--- config.mk ---
export PLATFORM = sky130hd
export DESIGN_NAME = palette_line_scaler_unit_flat
export DESIGN_NICKNAME = d
export VERILOG_FILES = /design/src/hdl/pls_pkg.sv /design/src/hdl/pls_req_if.sv /design/src/hdl/pls_rsp_if.sv /design/src/hdl/palette_line_scaler_unit.sv /design/src/flat_wrapper.sv
export SDC_FILE = /design/constraint.sdc
export NUM_CORES = 2
export LEC_CHECK = 0
export ABC_AREA = 1
export BUFFER_PORTS_ARGS = -buffer_cell sky130_fd_sc_hd__buf_2
export CAP_MARGIN = 10
export CORE_MARGIN = 5
export CORE_UTILIZATION = 40
export CTS_BUF_LIST = sky130_fd_sc_hd__clkbuf_4
export DETAILED_ROUTE_END_ITERATION = 8
export PLACE_DENSITY_LB_ADDON = 0.05
export SLEW_MARGIN = 20
export SYNTH_ARGS = -nofsm -noshare
export SYNTH_HDL_FRONTEND = slang
export SYNTH_SLANG_ARGS = --single-unit
--- constraint.sdc ---
create_clock -name clk_i -period 4.6 [get_ports clk_i]
set_clock_uncertainty 0.05 [all_clocks]
set_input_delay 0.92 -clock clk_i [delete_from_list [all_inputs] [get_ports clk_i]]
set_output_delay 0.92 -clock clk_i [all_outputs]
set_load 0.03 [all_outputs]
--- src/hdl/pls_pkg.sv ---
package pls_pkg;

  // Line geometry
  localparam int LineIn       = 384;
  localparam int LineOut      = 240;
  localparam int ActiveW      = 320;
  localparam int ActiveStart  = 32;
  localparam int CropStart    = 72;
  localparam int InnerW       = 225;
  localparam int LeftBar      = 7;
  localparam int RightBarStart = 232;

  localparam int SrcColW = 9;
  localparam int OutColW = 8;
  localparam int ColorW  = 16;
  localparam int CodeW   = 8;
  localparam int RunCntW = 3;

  localparam logic [ColorW-1:0] Black = '0;

  // Palette storage
  localparam int PaletteDepth = 256;
  localparam int PalAddrW     = (PaletteDepth > 1) ? $clog2(PaletteDepth) : 1;

  localparam logic [SrcColW-1:0] LastSrcCol  = SrcColW'(LineIn - 1);
  localparam logic [OutColW:0]   LineOutW    = (OutColW + 1)'(LineOut);
  localparam logic [SrcColW-1:0] NoMatchCol  = '1;

  typedef enum logic [1:0] {
    ModeStretch = 2'd0,
    ModeCrop    = 2'd1,
    ModePillar  = 2'd2,
    ModeCover   = 2'd3
  } display_mode_e;

  typedef enum logic {
    OpPixel    = 1'b0,
    OpPalWrite = 1'b1
  } op_e;

  typedef logic [SrcColW-1:0] col_map_t [1 << OutColW];

  // Source column for each output column, stretch and cover
  function automatic col_map_t build_stretch_map();
    col_map_t m;
    for (int i = 0; i < (1 << OutColW); i++) begin
      if (i < LineOut) begin
        m[i] = SrcColW'(ActiveStart + (i * 4 + 1) / 3);
      end else begin
        m[i] = NoMatchCol;
      end
    end
    return m;
  endfunction

  // Source column for each output column, pillarbox (bars included)
  function automatic col_map_t build_pillar_map();
    col_map_t m;
    int s;
    for (int i = 0; i < (1 << OutColW); i++) begin
      if (i < LeftBar) begin
        m[i] = '0;
      end else if (i < RightBarStart) begin
        s = ((i - LeftBar) * ActiveW + InnerW / 2) / InnerW;
        if (s > ActiveW - 1) begin
          s = ActiveW - 1;
        end
        m[i] = SrcColW'(ActiveStart + s);
      end else if (i < LineOut) begin
        m[i] = LastSrcCol;
      end else begin
        m[i] = NoMatchCol;
      end
    end
    return m;
  endfunction

  localparam col_map_t StretchMap = build_stretch_map();
  localparam col_map_t PillarMap  = build_pillar_map();

  // Source column that feeds output column x under the given mode
  function automatic logic [SrcColW-1:0] map_column(display_mode_e mode,
                                                     logic [OutColW-1:0] x);
    logic [SrcColW-1:0] col;
    unique case (mode)
      ModeCrop:   col = SrcColW'(CropStart) + SrcColW'(x);
      ModePillar: col = PillarMap[x];
      default:    col = StretchMap[x];
    endcase
    return col;
  endfunction

  // Black bar pixel in pillarbox mode
  function automatic logic is_bar(display_mode_e mode, logic [OutColW-1:0] x);
    return (mode == ModePillar) &&
           ((x < OutColW'(LeftBar)) || (x >= OutColW'(RightBarStart)));
  endfunction

endpackage

--- src/hdl/pls_req_if.sv ---
interface pls_req_if;
  import pls_pkg::*;

  logic                valid;
  logic                ready;
  logic                op;
  logic [CodeW-1:0]    pixel_code;
  logic [CodeW-1:0]    palette_index;
  logic [ColorW-1:0]   palette_color;

  modport source (output valid, op, pixel_code, palette_index, palette_color,
                  input ready);
  modport sink   (input valid, op, pixel_code, palette_index, palette_color,
                  output ready);
endinterface

--- src/hdl/pls_rsp_if.sv ---
interface pls_rsp_if;
  import pls_pkg::*;

  logic                valid;
  logic                ready;
  logic [OutColW-1:0]  out_column;
  logic [ColorW-1:0]   pixel_color;
  logic                last_of_run;

  modport source (output valid, out_column, pixel_color, last_of_run,
                  input ready);
  modport sink   (input valid, out_column, pixel_color, last_of_run,
                  output ready);
endinterface

--- src/hdl/palette_line_scaler_unit.sv ---
// Nearest-neighbor horizontal scaler: takes a 384-pixel source line of 8-bit
// palette codes, left to right, one request per cycle, and emits the 240-pixel
// RGB565 output line in column order. A palette write request stores one
// color and yields nothing; palette entries must be loaded before use. A
// source pixel request yields the output pixels mapped to its column: none or
// one in the active area, seven at the first column and eight at the last in
// pillarbox mode. The palette is a 256 x 16 memory with one registered read
// port, and a pixel's results leave through the output register. The input
// takes one request per cycle while each pixel yields at most one result and
// the output is not stalled, and is held by a pixel with several results.
// The user writes display_mode only while the block is idle; it is not enforced.
module palette_line_scaler_unit import pls_pkg::*; (
  input  logic             clk_i,
  input  logic             rst_ni,
  input  logic             cfg_we_i,
  input  logic [1:0]       cfg_wdata_i,
  pls_req_if.sink          in_chan,
  pls_rsp_if.source        out_chan
);

  logic [ColorW-1:0] pal_mem [PaletteDepth];
  logic [ColorW-1:0] pal_rd_q;

  display_mode_e       mode_q;
  logic [SrcColW-1:0]  src_col_q, src_col_d;
  logic [OutColW-1:0]  next_col_q, next_col_d;
  logic [RunCntW-1:0]  run_cnt_q, run_cnt_d;

  logic                s1_valid_q, s1_valid_d;
  logic [SrcColW-1:0]  s1_src_q, s1_src_d;
  logic                s1_code_ok_q, s1_code_ok_d;

  logic                out_valid_q, out_valid_d;
  logic [OutColW-1:0]  out_col_q, out_col_d;
  logic [ColorW-1:0]   out_color_q, out_color_d;
  logic                out_last_q, out_last_d;

  logic                in_accept, pix_accept, wr_accept;
  logic                code_ok, idx_ok;
  logic [OutColW-1:0]  col_plus;
  logic                hit, next_hit, last, out_free, emit, s1_done;

  assign in_accept  = in_chan.valid && in_chan.ready;
  assign pix_accept = in_accept && (in_chan.op == OpPixel);
  assign wr_accept  = in_accept && (in_chan.op == OpPalWrite);
  assign code_ok    = {1'b0, in_chan.pixel_code} < (CodeW + 1)'(PaletteDepth);
  assign idx_ok     = {1'b0, in_chan.palette_index} < (CodeW + 1)'(PaletteDepth);

  // Palette memory: write on palette requests, read on pixel requests
  always_ff @(posedge clk_i) begin
    if (wr_accept && idx_ok) begin
      pal_mem[in_chan.palette_index[PalAddrW-1:0]] <= in_chan.palette_color;
    end
    if (pix_accept) begin
      pal_rd_q <= pal_mem[in_chan.pixel_code[PalAddrW-1:0]];
    end
  end

  // Match the next output column against the pending pixel's source column
  always_comb begin
    col_plus = next_col_q + OutColW'(1);
    hit      = s1_valid_q && ({1'b0, next_col_q} < LineOutW) &&
               (map_column(mode_q, next_col_q) == s1_src_q);
    next_hit = ({1'b0, next_col_q} + (OutColW + 1)'(1) < LineOutW) &&
               (map_column(mode_q, col_plus) == s1_src_q);
    last     = !next_hit || (run_cnt_q == '1);
    out_free = !out_valid_q || out_chan.ready;
    emit     = hit && out_free;
    s1_done  = s1_valid_q && (!hit || (emit && last));
  end

  assign in_chan.ready = !s1_valid_q || s1_done;

  // Next-state logic for line position, pending pixel and output register
  always_comb begin
    src_col_d    = src_col_q;
    next_col_d   = next_col_q;
    run_cnt_d    = run_cnt_q;
    s1_valid_d   = s1_valid_q;
    s1_src_d     = s1_src_q;
    s1_code_ok_d = s1_code_ok_q;
    out_valid_d  = out_valid_q;
    out_col_d    = out_col_q;
    out_color_d  = out_color_q;
    out_last_d   = out_last_q;

    // advance output column on each emitted pixel
    if (emit) begin
      next_col_d = col_plus;
      run_cnt_d  = run_cnt_q + RunCntW'(1);
    end
    // retire the pending pixel; wrap the line after the last source column
    if (s1_done) begin
      s1_valid_d = 1'b0;
      run_cnt_d  = '0;
      if (s1_src_q == LastSrcCol) begin
        next_col_d = '0;
      end
    end
    // take a new pixel request
    if (pix_accept) begin
      s1_valid_d   = 1'b1;
      s1_src_d     = src_col_q;
      s1_code_ok_d = code_ok;
      src_col_d    = (src_col_q == LastSrcCol) ? '0 : src_col_q + SrcColW'(1);
    end

    // load or drop the output register
    if (emit) begin
      out_valid_d = 1'b1;
      out_col_d   = next_col_q;
      out_color_d = (is_bar(mode_q, next_col_q) || !s1_code_ok_q) ? Black : pal_rd_q;
      out_last_d  = last;
    end else if (out_chan.ready) begin
      out_valid_d = 1'b0;
    end
  end

  // Control registers
  always_ff @(posedge clk_i or negedge rst_ni) begin
    if (!rst_ni) begin
      mode_q      <= ModeStretch;
      src_col_q   <= '0;
      next_col_q  <= '0;
      run_cnt_q   <= '0;
      s1_valid_q  <= 1'b0;
      out_valid_q <= 1'b0;
    end else begin
      if (cfg_we_i) begin
        mode_q <= display_mode_e'(cfg_wdata_i);
      end
      src_col_q   <= src_col_d;
      next_col_q  <= next_col_d;
      run_cnt_q   <= run_cnt_d;
      s1_valid_q  <= s1_valid_d;
      out_valid_q <= out_valid_d;
    end
  end

  // Payload registers
  always_ff @(posedge clk_i) begin
    s1_src_q     <= s1_src_d;
    s1_code_ok_q <= s1_code_ok_d;
    out_col_q    <= out_col_d;
    out_color_q  <= out_color_d;
    out_last_q   <= out_last_d;
  end

  assign out_chan.valid       = out_valid_q;
  assign out_chan.out_column  = out_col_q;
  assign out_chan.pixel_color = out_color_q;
  assign out_chan.last_of_run = out_last_q;

endmodule

--- src/flat_wrapper.sv ---
// flat-port wrapper written by rule: the top's interface ports become plain ports
module palette_line_scaler_unit_flat import pls_pkg::*;
  (clk_i, rst_ni, cfg_we_i, cfg_wdata_i, in_chan_valid, in_chan_op, in_chan_pixel_code, in_chan_palette_index, in_chan_palette_color, in_chan_ready, out_chan_valid, out_chan_out_column, out_chan_pixel_color, out_chan_last_of_run, out_chan_ready);
  pls_req_if in_chan_i ();
  pls_rsp_if out_chan_i ();
  input  logic clk_i;
  input  logic rst_ni;
  input  logic cfg_we_i;
  input  logic [1:0] cfg_wdata_i;
  input wire logic [$bits(in_chan_i.valid)-1:0] in_chan_valid;
  input wire logic [$bits(in_chan_i.op)-1:0] in_chan_op;
  input wire logic [$bits(in_chan_i.pixel_code)-1:0] in_chan_pixel_code;
  input wire logic [$bits(in_chan_i.palette_index)-1:0] in_chan_palette_index;
  input wire logic [$bits(in_chan_i.palette_color)-1:0] in_chan_palette_color;
  output wire logic [$bits(in_chan_i.ready)-1:0] in_chan_ready;
  output wire logic [$bits(out_chan_i.valid)-1:0] out_chan_valid;
  output wire logic [$bits(out_chan_i.out_column)-1:0] out_chan_out_column;
  output wire logic [$bits(out_chan_i.pixel_color)-1:0] out_chan_pixel_color;
  output wire logic [$bits(out_chan_i.last_of_run)-1:0] out_chan_last_of_run;
  input wire logic [$bits(out_chan_i.ready)-1:0] out_chan_ready;
  assign in_chan_i.valid = in_chan_valid;
  assign in_chan_i.op = in_chan_op;
  assign in_chan_i.pixel_code = in_chan_pixel_code;
  assign in_chan_i.palette_index = in_chan_palette_index;
  assign in_chan_i.palette_color = in_chan_palette_color;
  assign in_chan_ready = in_chan_i.ready;
  assign out_chan_valid = out_chan_i.valid;
  assign out_chan_out_column = out_chan_i.out_column;
  assign out_chan_pixel_color = out_chan_i.pixel_color;
  assign out_chan_last_of_run = out_chan_i.last_of_run;
  assign out_chan_i.ready = out_chan_ready;
  palette_line_scaler_unit u_core (.clk_i(clk_i), .rst_ni(rst_ni), .cfg_we_i(cfg_we_i), .cfg_wdata_i(cfg_wdata_i), .in_chan(in_chan_i), .out_chan(out_chan_i));
endmodule
Yosys cells after proc, flatten, opt, wreduce, memory -nomap -nowiden
Memory sizes are Yosys's and may differ from the RTL's. A register that Yosys moved wholly into a read port is not among the register bits. Index checks and enable logic that the tools add are counted.

Logic and storage cells: 81. Input bits: 40. Memory bits (read-only): 9216. Register bits after elaboration: 58. Output and inout port bits: 27. Memories: 5. RAM bits: 4096.

Memory list: u_core.pal_mem (words 256, bits a word 16, read ports 1, clocked after Yosys merged registers in 1, write ports 1, RTL line palette_line_scaler_unit.sv:21) `logic [ColorW-1:0] pal_mem [PaletteDepth];`; (no name shown) (words 256, bits a word 9, read ports 1, clocked after Yosys merged registers in 0, write ports 0, RTL line pls_pkg.sv:87) `ModePillar: col = PillarMap[x];`; (no name shown) (words 256, bits a word 9, read ports 1, clocked after Yosys merged registers in 0, write ports 0, RTL line pls_pkg.sv:88) `default: col = StretchMap[x];`; (no name shown) (words 256, bits a word 9, read ports 1, clocked after Yosys merged registers in 0, write ports 0, RTL line pls_pkg.sv:87); (no name shown) (words 256, bits a word 9, read ports 1, clocked after Yosys merged registers in 0, write ports 0, RTL line pls_pkg.sv:88).

Mux-type cells: 22. Reduce and logical (&&, ||, !) cells: 22. Bitwise gates (word level): 3. Equality and inequality tests: 7. Add/sub/neg operators: 6. Order comparisons: 6.

Operator list (count): 9-bit two-way mux (9); 9-bit case mux with 2 select lines (2); 8-bit two-way mux (3); 7-bit by 8-bit adder with 9-bit output, first input constant (2); 9-bit equality test (2); 9-bit equality test, second input constant (2); 9-bit greater-or-equal comparator, second input constant (2); 8-bit inverter with 9-bit output (2); 1-bit logical AND (10); 8-bit by 1-bit adder with 9-bit output, second input constant (1); 9-bit by 1-bit adder with 9-bit output, second input constant (1); 9-bit by 8-bit less-than comparator with 1-bit output, second input constant (1); 8-bit by 1-bit adder with 8-bit output, second input constant (1); 8-bit greater-or-equal comparator, second input constant (1); 8-bit by 3-bit less-than comparator with 1-bit output, second input constant (1); 8-bit less-than comparator, second input constant (1); 1-bit two-way mux (6); 3-bit two-way mux (2); 2-bit nonzero test (3); 1-bit logical OR (5); 1-bit logical NOT (4); 3-bit by 1-bit adder with 3-bit output, second input constant (1); 3-bit equality test, second input constant (1); 2-bit by 1-bit equality test with 1-bit output, second input constant (1); 2 further kinds (2).

Logic depth before layout (Yosys ltp)
Depth in word-level cells: 18. Gate-level depth with buffers: 32. Mapped depth without buffers: 28.

Worst setup path before layout
Ideal clock, no wire load.

Kind: register to register. Start: register u_core.next_col_q[0]. End: memory u_core.pal_mem[112][0], enable pin. Clock period less this slack: 4523 ps. Library setup time: 388 ps. Data arrival time: 4085 ps. Stages on the path, launching flop included: 26. Path slack: 77 ps. Data required time: 4162 ps. Path buffers: 4. Path through: dfrtp_1 > ha_1 > inv_1 > ha_1 > clkbuf_1 > clkbuf_1 > nand2_1 > o21ai_0 > nand2_1 > nand2_1 > inv_2 > o21ai_1 > a21oi_1 > o211ai_1 > nand3_1 > nand2_1 > nand2_1 > nand2_1 > inv_1 > nand2_1 > o21bai_1 > nand2_2 > buf_6 > buf_8 > nand4_4 > nor2_1.

Longest elaborated chain between the ends: 18. Elaborated cells on any way between the ends: 39. Classes of those cells: add/sub: 4; order compare: 2; eq/ne: 2; mux: 12; bitwise: 2; reduce/logical: 13; memory: 4.

RTL lines: start: declaration (RTL line palette_line_scaler_unit.sv:26) `logic [OutColW-1:0] next_col_q, next_col_d;`; start signal: assignment (RTL line palette_line_scaler_unit.sv:133) `next_col_q <= next_col_d;`; 8-bit by 1-bit adder with 8-bit output (RTL line palette_line_scaler_unit.sv:61) `col_plus = next_col_q + OutColW'(1);`; 8-bit inverter with 9-bit output (implied by the code) (RTL line pls_pkg.sv:87, pls_pkg.sv:88); memory 256 x 9 bit, on equally long branches; 9-bit two-way mux, on equally long branches (2 in series) (RTL line pls_pkg.sv:88, pls_pkg.sv:87); 9-bit case mux with 2 select lines (RTL line pls_pkg.sv:85) `unique case (mode)`; 9-bit equality test (RTL line palette_line_scaler_unit.sv:65) `(map_column(mode_q, col_plus) == s1_src_q);`; 1-bit logical AND (RTL line palette_line_scaler_unit.sv:64) `next_hit = ({1'b0, next_col_q} + (OutColW + 1)'(1) < LineOutW) &&`; 1-bit logical NOT (RTL line palette_line_scaler_unit.sv:66) `last = !next_hit || (run_cnt_q == '1);`; 1-bit logical OR (RTL line palette_line_scaler_unit.sv:66); 1-bit logical AND (RTL line palette_line_scaler_unit.sv:69) `s1_done = s1_valid_q && (!hit || (emit && last));`; 1-bit logical OR * (RTL line palette_line_scaler_unit.sv:69); 1-bit logical AND * (RTL line palette_line_scaler_unit.sv:69); 1-bit logical OR * (RTL line palette_line_scaler_unit.sv:72) `assign in_chan.ready = !s1_valid_q || s1_done;`; 1-bit logical AND * (RTL line palette_line_scaler_unit.sv:43) `assign in_accept = in_chan.valid && in_chan.ready;`; 1-bit logical AND * (RTL line palette_line_scaler_unit.sv:45) `assign wr_accept = in_accept && (in_chan.op == OpPalWrite);`; 1-bit two-way mux * (RTL line palette_line_scaler_unit.sv:51) `if (wr_accept && idx_ok) begin`; 1-bit two-way mux (implied by the code) * (RTL line palette_line_scaler_unit.sv:52) `pal_mem[in_chan.palette_index[PalAddrW-1:0]] <= in_chan.palette_color;`; end: declaration (RTL line palette_line_scaler_unit.sv:21).

Mark *: on every way between the ends. The rest lies on a longest branch, timed or not. The select of a mux whose other input is x is not followed.

Final worst setup path
Start: register u_core.next_col_q[0]. End: output port in_chan_ready.

Longest elaborated chain between the ends: 14. Elaborated cells on any way between the ends: 35. Classes of those cells: add/sub: 4; order compare: 2; eq/ne: 2; mux: 10; bitwise: 2; reduce/logical: 11; memory: 4.

RTL lines: 8-bit by 1-bit adder with 8-bit output (RTL line palette_line_scaler_unit.sv:61); 8-bit inverter with 9-bit output (implied by the code) (RTL line pls_pkg.sv:87, pls_pkg.sv:88); memory 256 x 9 bit, on equally long branches; 9-bit two-way mux, on equally long branches (2 in series) (RTL line pls_pkg.sv:88, pls_pkg.sv:87); 9-bit case mux with 2 select lines (RTL line pls_pkg.sv:85); 9-bit equality test (RTL line palette_line_scaler_unit.sv:65); 1-bit logical AND (RTL line palette_line_scaler_unit.sv:64); 1-bit logical NOT (RTL line palette_line_scaler_unit.sv:66); 1-bit logical OR (RTL line palette_line_scaler_unit.sv:66); 1-bit logical AND (RTL line palette_line_scaler_unit.sv:69); 1-bit logical OR * (RTL line palette_line_scaler_unit.sv:69); 1-bit logical AND * (RTL line palette_line_scaler_unit.sv:69); 1-bit logical OR * (RTL line palette_line_scaler_unit.sv:72); end: declaration (RTL line flat_wrapper.sv:15) `output wire logic [$bits(in_chan_i.ready)-1:0] in_chan_ready;`.

Marked as above.

==> flow_summary.yaml <==
status:
  status: "complete, but fails checks"
  violations: "setup timing"
floorplanning:
  rows: 239
  die_x_um: 661
  start_util: 0.401
  ios: 67
  die-area_mm2: 0.437
  fp.coreArea_mm2: 0.423
  dieHeight_um: 661
sta:
  layout_setup_ws_ps: -1230
  fin_crit_sh: 1.27
  drv_slew: 0
  finalSetupTns_ps: -1745640
  finalCriticalPeriod_ps: 5830
  hold_viol: 0
  relSlewSlack: 0.269
  fmax_mhz: 171
  setup_violations: 3265
  hold_slack_ps: 243
  rsz0062_at_grt: "true"
  worst_pin_slew_ps: 1090
pwr:
  ir_worst_vdd_v: 0.000245
  finalPower_w: 0.0822
  powerDensity_mw_per_mm2: 407
  p_leak_nw: 68.1
detailed_routing:
  routedWlPerCell_um: 29.4
  ant_nets: 0
  highest_layer: "met5"
  vias: 124671
  wl_met1_mm: 271
  dr_wl_met2_mm: 296
  wl_mm: 638
  drt_pass1_iterations: 9
  drc: 0
  vias_per_cell: 5.74
  drt-initial-drc-count: 14996
  wl_met3_mm: 53.1
yosys:
  syn_nets: 13811
  synth_seq_cells: 4170
  yosys.area.top_type: "edfxtp_1"
  synth_flop_cell: "edfxtp_1"
  syn_area_mm2: 0.169
  ys_seq_area_frac: 0.739
  netlist_instances: 13747
  synthArstFlopShare: 0.00576
  synth-edff-count: 4146
  yosys_warnings: 0
  avgSynthCellArea_um2: 12.3
  ys_types: 50
  yosysTopAreaCellShare: 0.735
  yosys-top-cells-area: "edfxtp_1 74%, o21ai_0 8.1%, nor2_1 7.1%, o22ai_1 4.8%, clkbuf_1 2.0%"
clock_network:
  cts_sinks: 4170
  cts_tree: "yes"
  clk_path_buf_depth: 5
  clk_root_buffer_cell: "clkbuf_4"
  clock_latency_ps: 1720
  path_clk_slew_ps: 60
  htreeDepth: 7
  cts_made_buffers: 1198
hold_path:
  hold_class: "in2reg"
placed_design:
  portBuffers: 66
  dp.cells: 19627
  place.gp.congestion: 0.960
  place_hpwl_mm: 403
final_layout:
  drive_above_1_share: 0.208
  final_common_cell: "edfxtp_1"
  final_util: 0.478
  final_cells: 21707
  num-nets-final: 15317
  synthToLayoutAreaGrowth_pct: 19.3
  layout_common_cells: "4146 x edfxtp_1, 3082 x nor2_1, 2714 x o21ai_0, 1689 x clkbuf_4, 1288 x o22ai_1"
  fill_cells: 38736
worst_setup_path:
  crit_path_end_kind: "output pin"
  path_max_fanout: 8
  cp_data_arrival_time_ps: 4860
  critPathLaunchType: "flop"
  crit_family: "simple AND/OR/NAND/NOR gates"
  path_buf_inv: 6
  required_ps: 3630
  crit_chain: "ha_4 -> inv_6 -> ha_4 -> buf_4 -> nor2_4 -> inv_1 -> nand2_1 -> nand2_1 -> buf_4 -> nand2_1 -> o21a_1 -> a21oi_1 -> nand3_1 -> nand3_2 -> nand2_1 -> nand2_1 -> nand2_1 -> nor2_2 -> nand2_4 -> o21bai_4 -> nand2_8 -> buf_6 -> buf_6"
  crit_type: "reg2out"
  critical_path.most_common_cell: "nand2_1"
  max_stage_delay_ps: 420
  worst_path_max_delay_cell: "dfrtp_1"
global_routing:
  grt_pass1_wl_mm: 898
  grt_overflow: 0
  grt_pass1_vias: 122764
  grt_max_degree: 140
  antenna_found_initial: 47
  track_usage: 0.286
job:
  drv_cap: 0
## metal layers
metal | vias up | GRT usage
li1 | 54682 | -
met1 | 63105 | 0.397
met2 | 5941 | 0.446
met3 | 935 | 0.0678
met4 | 8 | 0.0930
met5 | - | 0
## stage by stage
| step | setup WS, ps | cell area, µm² |
|---|---|---|
| global placement | -507 | 186000 |
| floorplan | 76.5 | 169000 |
| CTS | -1550 | 201000 |
| finish | -1230 | 202000 |
| detailed placement | -412 | 186000 |
| global route | -1630 | 202000 |
## Yosys cell counts, drive strengths merged (17+ instances only)
| cell | count |
|---|---|
| a21oi | 60 |
| a31oi | 17 |
| buf | 99 |
| clkbuf | 908 |
| dfrtp | 24 |
| edfxtp | 4146 |
| ha | 24 |
| inv | 186 |
| nand2 | 643 |
| nand3 | 179 |
| nand4 | 58 |
| nor2 | 3216 |
| o211ai | 22 |
| o21ai | 2754 |
| o22ai | 1288 |
| o32ai | 77 |
## area by class of cell
class,instances,area [µm²],area share
antenna,27,67.6,0.000334
clock buffer,1688,12700,0.0627
clock inverter,276,1610,0.00796
inverter,191,766,0.00379
multi-input combinational,8380,40500,0.201
sequential,4170,125000,0.619
tap,5663,7090,0.0351
timing repair buffer,1311,14200,0.0702
timing repair inverter,1,7.51,0.0000372
## path summary, 6_finish.rpt
check / from / endpoint / slack (ps) / cells past startpoint
max in group asynchronous: rst_ni / u_core.run_cnt_q[1] / 3490 / 5
min in group asynchronous: rst_ni / u_core.mode_q[0] / 730 / 5
worst max register to register: u_core.next_col_q[0] / u_core.pal_mem[162][4] / -690 / 36
worst min register to register: u_core.src_col_q[5] / u_core.s1_src_q[5] / 460 / 0
worst min-delay path: in_chan_pixel_code[4] / u_core.pal_rd_q[0] / 240 / 6
worst max-delay path: u_core.next_col_q[0] / in_chan_ready / -1230 / 23
## state kept, by name, indices dropped and copies added (netlist names)
signal                       flops
u_core.mode_q                    2
u_core.src_col_q                 9
u_core.s1_src_q                  9
u_core.pal_rd_q                 16
u_core.out_chan.last_of_run      1
u_core.next_col_q                8
u_core.out_chan.valid            1
u_core.s1_valid_q                1
u_core.run_cnt_q                 3
u_core.out_chan.out_column       8
u_core.out_chan.pixel_color     16
u_core.pal_mem                4096
## kinds of logic (layout without fill, tap and decap cells)
family | Yosys count | in the layout | synth area share
simple gates | 4110 | 4111 | 0.0948
mux | 1 | 1 | 0.0000591
fa+ha+maj | 24 | 24 | 0.00177
xor+xnor | 9 | 9 | 0.000465
other cells | 0 | 27 | 0
flops | 4170 | 4170 | 0.739
compound gates | 4235 | 4235 | 0.137
buf+inv | 1198 | 3467 | 0.0272
## worst register-to-register path, delay by kind of cell, from the launching register on
kind	cells	cell delay, ps
buf+inv	17	2050
fa+ha+maj	2	540
compound gates	3	510
simple gates	14	1360
flops	1	420
## report_power, final
part           leakage (nW)  switching [W]  total, W  internal [W]
Sequential             37.6      0.0000659    0.0419        0.0418
Clock                  8.60         0.0154    0.0333        0.0179
Combinational          21.9        0.00506   0.00695       0.00189
Total                  68.1         0.0205    0.0822        0.0616
## timing repair
action | in CTS | in global routing
setup buffers | 15 | 29
setup endpoints to repair | 4086 | 3979
gates cloned | 4 | 8
gates resized for setup | 121 | 148
pin swaps | 27 | 36
endpoints found under the hold margin | 4001 | 0
hold buffers | 36 | 0
(Power assumes the default switching activity.)
